--- src/rtl/rphi_pkg.sv ---
// package: types, constants and helpers for the base-phi digit expander
`timescale 1ns / 1ps

package rphi_pkg;

  localparam int NUM_W            = 24;
  localparam int DIGIT_BITS       = 48;
  localparam int MAX_RATIO        = 6;
  localparam int DATA_W           = 32;
  localparam int DEF_TOP_POWER    = 3;
  localparam int DEF_BOTTOM_POWER = -44;

  typedef struct packed {
    logic [NUM_W-1:0] numerator;
    logic [NUM_W-1:0] denominator;
  } req_t;

  typedef struct packed {
    logic [DIGIT_BITS-1:0] digits;
    logic                  error;
  } res_t;

  // fibonacci number, fib(0) = 0, fib(1) = 1
  function automatic int fib(input int n);
    int f0;
    int f1;
    int t;
    f0 = 0;
    f1 = 1;
    for (int i = 0; i < n; i++) begin
      t  = f0 + f1;
      f0 = f1;
      f1 = t;
    end
    return f0;
  endfunction

endpackage

--- src/rtl/rational_to_base_phi_digits.sv ---
// top level: greedy base-phi digit expander for a rational request
`timescale 1ns / 1ps

// Expands numerator/denominator into greedy base-phi digits for powers
// phi^TOP_POWER down to phi^BOTTOM_POWER, bit i of digits weighing
// phi^(i + BOTTOM_POWER). A request is taken when start is high and busy is
// low. A zero denominator or a value above six never raises busy and answers
// in the cycle after the request with error set and zero digits. Any other
// request holds busy high until the result is shown and runs one range test,
// answering with error set if that fails, then TOP_POWER - BOTTOM_POWER + 1
// digit tests in turn. Each test is decided in ST_EVAL when the sign is plain
// from the operands, else via ST_EVAL, ST_MULV and ST_CMP with the shared
// DATA_W x DATA_W squarer used twice (once for (2u+v)^2, once for v^2) and a
// compare. The result appears on res_o, marked by done_o for exactly one
// cycle, and cannot be held off, so it must be captured in that cycle.
module rational_to_base_phi_digits #(
  parameter int TOP_POWER    = rphi_pkg::DEF_TOP_POWER,
  parameter int BOTTOM_POWER = rphi_pkg::DEF_BOTTOM_POWER
) (
  input  logic           clk_i,
  input  logic           rst_ni,
  input  logic           start,
  output logic           busy,
  input  rphi_pkg::req_t req_i,
  output logic           done_o,
  output rphi_pkg::res_t res_o
);

  localparam int W      = rphi_pkg::DATA_W;
  localparam int NW     = rphi_pkg::NUM_W;
  localparam int DB     = rphi_pkg::DIGIT_BITS;
  localparam int STEPS  = TOP_POWER - BOTTOM_POWER;
  localparam int CNT_W  = $clog2(STEPS + 1);
  localparam int F_TOP  = rphi_pkg::fib(TOP_POWER);
  localparam int F_NEXT = rphi_pkg::fib(TOP_POWER + 1);

  // num * phi^-TOP_POWER = num * (-1)^TOP_POWER * (F(T+1) - F(T) * phi)
  localparam logic signed [W-1:0] A_COEF = W'((TOP_POWER % 2 == 0) ? F_NEXT : -F_NEXT);
  localparam logic signed [W-1:0] B_COEF = W'((TOP_POWER % 2 == 0) ? -F_TOP : F_TOP);
  localparam logic signed [W-1:0] F_TOP_C  = W'(F_TOP);
  localparam logic signed [W-1:0] F_NEXT_C = W'(F_NEXT);
  localparam logic [NW+2:0]       RATIO_C  = (NW+3)'(rphi_pkg::MAX_RATIO);

  localparam logic [1:0] ST_IDLE = 2'd0;
  localparam logic [1:0] ST_EVAL = 2'd1;
  localparam logic [1:0] ST_MULV = 2'd2;
  localparam logic [1:0] ST_CMP  = 2'd3;

  logic [1:0]            state_q, state_d;
  logic                  pre_q, pre_d;
  logic                  done_q, done_d;
  logic [CNT_W-1:0]      cnt_q, cnt_d;
  logic signed [W-1:0]   a_q, a_d;
  logic signed [W-1:0]   b_q, b_d;
  logic signed [W-1:0]   u_q, u_d;
  logic signed [W-1:0]   v_q, v_d;
  logic [NW-1:0]         den_q, den_d;
  logic [2*W-1:0]        prod_q, prod_d;
  logic [2*W-1:0]        ss_q, ss_d;
  logic [DB-1:0]         digits_q, digits_d;
  logic                  err_q, err_d;

  logic signed [W-1:0]   num_ext;
  logic signed [W-1:0]   rnum_ext;
  logic signed [W-1:0]   rden_ext;
  logic signed [W-1:0]   den_ext;
  logic [NW+2:0]         six_den;
  logic signed [W+1:0]   s_w;
  logic signed [W+1:0]   s_neg_w;
  logic signed [W-1:0]   v_neg_w;
  logic [W-1:0]          s_mag;
  logic [W-1:0]          v_mag;
  logic [W-1:0]          mul_x;
  logic [2*W+2:0]        five_v;
  logic                  s_big;
  logic                  v_zero, v_neg, s_neg, s_zero;
  logic                  plain_hit, plain_ge, cmp_ge;
  logic                  dec_go, dec_ge;
  logic signed [W-1:0]   a_sub, b_new;

  assign rnum_ext = W'({1'b0, req_i.numerator});
  assign rden_ext = W'({1'b0, req_i.denominator});
  assign num_ext  = rnum_ext;
  assign den_ext  = W'({1'b0, den_q});
  assign six_den  = RATIO_C * (NW+3)'(req_i.denominator);

  // sign test on u + v*phi through (2u+v)^2 against 5v^2
  assign s_w     = {u_q[W-1], u_q, 1'b0} + {{2{v_q[W-1]}}, v_q};
  assign s_neg_w = -s_w;
  assign v_neg_w = -v_q;
  assign s_mag   = s_w[W+1] ? s_neg_w[W-1:0] : s_w[W-1:0];
  assign v_mag   = v_q[W-1] ? v_neg_w : v_q;
  assign mul_x   = (state_q == ST_EVAL) ? s_mag : v_mag;
  assign prod_d  = mul_x * mul_x;

  assign v_zero = (v_q == '0);
  assign v_neg  = v_q[W-1];
  assign s_neg  = s_w[W+1];
  assign s_zero = (s_w == '0);

  assign plain_hit = v_zero || (!v_neg && !s_neg) || (v_neg && (s_neg || s_zero));
  assign plain_ge  = v_zero ? !s_neg : !v_neg;

  assign five_v = {3'b000, prod_q} + {1'b0, prod_q, 2'b00};
  assign s_big  = ({3'b000, ss_q} > five_v);
  assign cmp_ge = v_neg ? s_big : !s_big;

  assign dec_go = ((state_q == ST_EVAL) && plain_hit) || (state_q == ST_CMP);
  assign dec_ge = (state_q == ST_CMP) ? cmp_ge : plain_ge;

  assign a_sub = dec_ge ? (a_q - den_ext) : a_q;
  assign b_new = a_sub + b_q;

  always_comb begin
    state_d  = state_q;
    pre_d    = pre_q;
    done_d   = 1'b0;
    cnt_d    = cnt_q;
    a_d      = a_q;
    b_d      = b_q;
    u_d      = u_q;
    v_d      = v_q;
    den_d    = den_q;
    ss_d     = ss_q;
    digits_d = digits_q;
    err_d    = err_q;
    case (state_q)
      ST_IDLE: begin
        if (start) begin
          den_d    = req_i.denominator;
          digits_d = '0;
          err_d    = 1'b0;
          pre_d    = 1'b1;
          cnt_d    = CNT_W'(STEPS);
          a_d      = num_ext * A_COEF;
          b_d      = num_ext * B_COEF;
          u_d      = rnum_ext - rden_ext * F_TOP_C;
          v_d      = -(rden_ext * F_NEXT_C);
          if ((req_i.denominator == '0) || ((NW+3)'(req_i.numerator) > six_den)) begin
            err_d  = 1'b1;
            done_d = 1'b1;
          end else begin
            state_d = ST_EVAL;
          end
        end
      end
      ST_EVAL: begin
        if (!plain_hit) begin
          state_d = ST_MULV;
        end
      end
      ST_MULV: begin
        ss_d    = prod_q;
        state_d = ST_CMP;
      end
      ST_CMP: begin
        state_d = ST_EVAL;
      end
      default: begin
        state_d = ST_IDLE;
      end
    endcase

    if (dec_go) begin
      state_d = ST_EVAL;
      if (pre_q) begin
        pre_d = 1'b0;
        if (dec_ge) begin
          err_d   = 1'b1;
          done_d  = 1'b1;
          state_d = ST_IDLE;
        end else begin
          u_d = a_q - den_ext;
          v_d = b_q;
        end
      end else begin
        if (dec_ge) begin
          digits_d = digits_q | (DB'(1) << cnt_q);
        end
        a_d = b_q;
        b_d = b_new;
        u_d = b_q - den_ext;
        v_d = b_new;
        if (cnt_q == '0) begin
          done_d  = 1'b1;
          state_d = ST_IDLE;
        end else begin
          cnt_d = cnt_q - CNT_W'(1);
        end
      end
    end
  end

  always_ff @(posedge clk_i or negedge rst_ni) begin
    if (!rst_ni) begin
      state_q <= ST_IDLE;
      pre_q   <= 1'b0;
      done_q  <= 1'b0;
      cnt_q   <= '0;
    end else begin
      state_q <= state_d;
      pre_q   <= pre_d;
      done_q  <= done_d;
      cnt_q   <= cnt_d;
    end
  end

  always_ff @(posedge clk_i) begin
    a_q      <= a_d;
    b_q      <= b_d;
    u_q      <= u_d;
    v_q      <= v_d;
    den_q    <= den_d;
    prod_q   <= prod_d;
    ss_q     <= ss_d;
    digits_q <= digits_d;
    err_q    <= err_d;
  end

  assign busy         = (state_q != ST_IDLE);
  assign done_o       = done_q;
  assign res_o.digits = err_q ? '0 : digits_q;
  assign res_o.error  = err_q;

`ifndef SYNTH
  a_done_idle : assert property (@(posedge clk_i) disable iff (!rst_ni)
    done_o |-> !busy)
    else $error("result shown while still busy");

  a_err_zero : assert property (@(posedge clk_i) disable iff (!rst_ni)
    (done_o && res_o.error) |-> (res_o.digits == '0))
    else $error("error result carries digits");

  a_no_adjacent : assert property (@(posedge clk_i) disable iff (!rst_ni)
    done_o |-> ((res_o.digits & (res_o.digits >> 1)) == '0))
    else $error("adjacent ones in greedy digits");

  a_pre_first : assert property (@(posedge clk_i) disable iff (!rst_ni)
    (start && !busy && !$past(busy)) |=> (!busy || pre_q))
    else $error("digit loop entered without range test");
`endif

endmodule

--- config.mk ---
export PLATFORM = sky130hd
export DESIGN_NAME = rational_to_base_phi_digits
export DESIGN_NICKNAME = d
export VERILOG_FILES = /design/src/rtl/rphi_pkg.sv /design/src/rtl/rational_to_base_phi_digits.sv
export SDC_FILE = /design/constraint.sdc
export NUM_CORES = 2
export LEC_CHECK = 0
export BUFFER_PORTS_ARGS = -buffer_cell sky130_fd_sc_hd__buf_4
export CELL_PAD_IN_SITES_DETAIL_PLACEMENT = 0
export CELL_PAD_IN_SITES_GLOBAL_PLACEMENT = 2
export CORE_MARGIN = 2
export CORE_UTILIZATION = 45
export CTS_CLUSTER_DIAMETER = 120
export DETAILED_ROUTE_END_ITERATION = 10
export GPL_TIMING_DRIVEN = 1
export PLACE_DENSITY = 0.94
export SETUP_SLACK_MARGIN = 0.5
export SLEW_MARGIN = 40
export SYNTH_ARGS = -nofsm -noshare
export SYNTH_HDL_FRONTEND = slang
export SYNTH_SLANG_ARGS = --single-unit
--- constraint.sdc ---
create_clock -name clk_i -period 28.1 [get_ports clk_i]
set_input_delay 1.405 -clock clk_i [delete_from_list [all_inputs] [get_ports clk_i]]
set_output_delay 1.405 -clock clk_i [all_outputs]
set_load 0.05 [all_outputs]
==> results.json <==
{
  "synth.most_common_cell": "inv_1",
  "path_common_cell": "fa_1",
  "die_w_um": 365,
  "via_count": 47100,
  "hold_violations": 0,
  "synth_top_family_by_area": "adder cells",
  "drt_wl_total_um": 175000,
  "reg2regPathDepth": 42,
  "drt-pass1-iter-count": 6,
  "synth.top_cell.area_share": 0.277,
  "setup_tns_ns": 0,
  "fill_cells": 12700,
  "cp-end-kind": "flop",
  "synth.cell_area_mm2": 0.0586,
  "hp-start": "digits_q[40]$_DFF_P_",
  "grt_start_max_net_pins": 83,
  "synth_ff_type": "dfxtp_1",
  "startpoint_type": "flop",
  "syn2layout_area_growth_pct": 7.03,
  "cts_made_buffers": 43,
  "drc": 0,
  "slew_viol_final": 0,
  "fmax_mhz": 75.6,
  "cpMaxStageDelayCell": "clkinv_1",
  "routabilityCongestion": 0.915,
  "r2r-end": "prod_q[62]$_DFF_P_",
  "cp_max_fo": 20,
  "cts_max_level": 2,
  "drt_iter0_markers": 3114,
  "arrival_ns": 13.74,
  "muxShareOfSynthArea": 0.00918,
  "synth-seq-cells": 337,
  "multi_input_area_mm2": 0.0456,
  "synthAdderAreaFrac": 0.429,
  "ctsResizeCount": 0,
  "core_mm2": 0.129,
  "first_global_vias": 48200,
  "synthArstFlopShare": 0.0297,
  "cts_tree": "done",
  "ys_top_cells_by_count": "inv_1 (1180), fa_1 (811), ha_1 (711), nor2_1 (577), nand2_1 (567)",
  "ys_warn_count": 0,
  "synth-simple-area-share": 0.133,
  "via_per_inst": 5.52,
  "postCtsSetupRepairBufs": 0,
  "grt_pass1_wl_um": 272000,
  "start_util": 0.453,
  "cts_hold_buf": 0,
  "synth-edff-count": 87,
  "synth_compound_area_frac": 0.149,
  "antenna_cells": 0,
  "worstSkewPairLatency_ns": 0.63,
  "drive_gt1_frac": 0.0551,
  "track_usage": 0.261,
  "period_needed_ns": 13.22,
  "worstPathRequired_ns": 28.62,
  "setup_violations": 0,
  "skew_ns": 0.0392,
  "overflow": 0,
  "reg2reg_from": "v_q[1]$_DFF_P_",
  "ys_types": 106,
  "avgSynthCellArea_um2": 8.67,
  "nNetsFinal": 8323,
  "cts_root_buffer": "clkbuf_16",
  "hold_end": "digits_q[40]$_DFF_P_",
  "synth_xor_xnor_area_share": 0.0568,
  "dieArea_mm2": 0.133,
  "final_antenna_net_count": 0,
  "min_delay_path_depth": 2,
  "worst_pin_slew_ns": 0.910,
  "synth_area_leaders": "fa_1 (28%), ha_1 (15%), dfxtp_1 (8.2%), inv_1 (7.6%), edfxtp_1 (4.5%)",
  "cap_viol_max_count": 0,
  "hp-class": "flop to flop",
  "rsz0062_at_grt": "false",
  "slew_headroom": 0.389,
  "reg2reg_slack_ns": 14.88,
  "max_stage_delay_ns": 0.80,
  "fp.dieH_um": 365,
  "status": "finished, final reports clean",
  "wl_per_cell_um": 20.5,
  "cts.sinks": 337,
  "postSynthCellCount": 6761,
  "synth_top_cell_by_area": "fa_1",
  "seq_area_mm2": 0.00767,
  "port_buffers": 101,
  "grt_antenna_before_repair": 0,
  "placementRows": 132,
  "seq_area_frac_synth": 0.131,
  "num_io_pins": 102,
  "clk_pin_slew_worst_paths_ns": 0.06,
  "hpwl_um": 141000,
  "min_period_over_period": 0.471,
  "path_class": "flop to flop",
  "clk_path_buf_depth": 3
}
==> sequential cells by signal (all words and copies together) (netlist names) <==
signal and cells:
den_q 24, err_q 1, state_q 2, done_o 1, prod_q 63, cnt_q 6, u_q 32, ss_q 63
pre_q 1, a_q 32, b_q 32, v_q 32, digits_q 48
==> metal layers <==
layer,up-vias,routed length (µm),global-route usage
met4,0,4920,0.0725
met2,1343,83400,0.445
met5,-,0,0
met3,251,10300,0.0330
met1,23200,76400,0.349
li1,22200,-,-
==> critical path, delay by kind of cell, from the launching register on <==
kind                       cells  cell delay, ns
DFF                            1            0.33
xor gates and xnor gates       1            0.14
buffers and inverters          6            1.45
adders and majority gates     11            4.79
and+or+nand+nor                7            1.62
AOI/OAI and AO/OA             17            4.77
==> layout make-up <==
| type | count | share of cell area |
|---|---|---|
| clock buffers | 57 | 0.0198 |
| clock inverters | 23 | 0.00429 |
| inverters | 1193 | 0.0714 |
| multi-input cells | 5008 | 0.727 |
| flip-flops and latches | 337 | 0.122 |
| well taps | 1742 | 0.0347 |
| repair buffers | 167 | 0.0204 |
==> worst max path at each step <==
stage / startpoint / end / cells after the start
floorplan: v_q[1]$_DFF_P_ / prod_q[63]$_DFF_P_ / 42
global placement: v_q[1]$_DFF_P_ / prod_q[63]$_DFF_P_ / 43
detailed placement: v_q[1]$_DFF_P_ / prod_q[62]$_DFF_P_ / 42
CTS: v_q[1]$_DFF_P_ / prod_q[62]$_DFF_P_ / 42
global route: v_q[1]$_DFF_P_ / prod_q[63]$_DFF_P_ / 43
finish: v_q[1]$_DFF_P_ / prod_q[62]$_DFF_P_ / 42
==> stage by stage <==
step	setup slack [ns]	hold WS, ns	instances	utilization	instance area (µm²)
after global placement	14.59	0.433	8445	0.472	61200
after floorplan	16.74	0.399	6762	-	58600
after global routing	14.10	0.477	8527	0.485	62800
after detailed placement	14.86	0.441	8447	0.473	61200
after CTS	14.81	0.454	8527	0.485	62800
final	14.88	0.453	8527	0.485	62800
==> kinds of logic after synthesis <==
logic type               count (synthesis)
other                                    1
multiplexers                            50
AO/OA/AOI/OAI                         1353
AND/OR/NAND/NOR                       1701
buffers and inverters                 1417
adder cells (fa/ha/maj)               1522
flip-flops                             337
XOR/XNOR                               380
==> cells in the final DEF, fill, tap and decap left out, drive strengths merged, types with 19 or more instances in the layout <==
cell type | synthesis | layout
dfxtp | 240 | 240
o31ai | 32 | 32
mux2 | 30 | 30
a21o | 172 | 172
o21bai | 27 | 27
mux2i | 20 | 20
a221oi | 19 | 19
nand4 | 43 | 43
a21oi | 396 | 396
buf | 87 | 167
nor4 | 23 | 23
nand3 | 79 | 79
a211oi | 53 | 53
edfxtp | 87 | 87
clkinv | 8 | 21
and2 | 30 | 30
nor2b | 102 | 102
o21a | 71 | 71
clkbuf | 137 | 57
or3 | 27 | 27
nand2 | 569 | 569
ha | 711 | 711
xnor2 | 208 | 208
o21ai | 253 | 253
nor3 | 76 | 76
o22ai | 30 | 30
nor2 | 583 | 583
inv | 1185 | 1190
fa | 811 | 811
o211ai | 59 | 59
xor2 | 172 | 172
and3 | 40 | 40
nand2b | 54 | 54
a31oi | 77 | 77
Power is not shown: default switching activity piles up to over one toggle a cycle in this logic, so the estimate is an artifact.
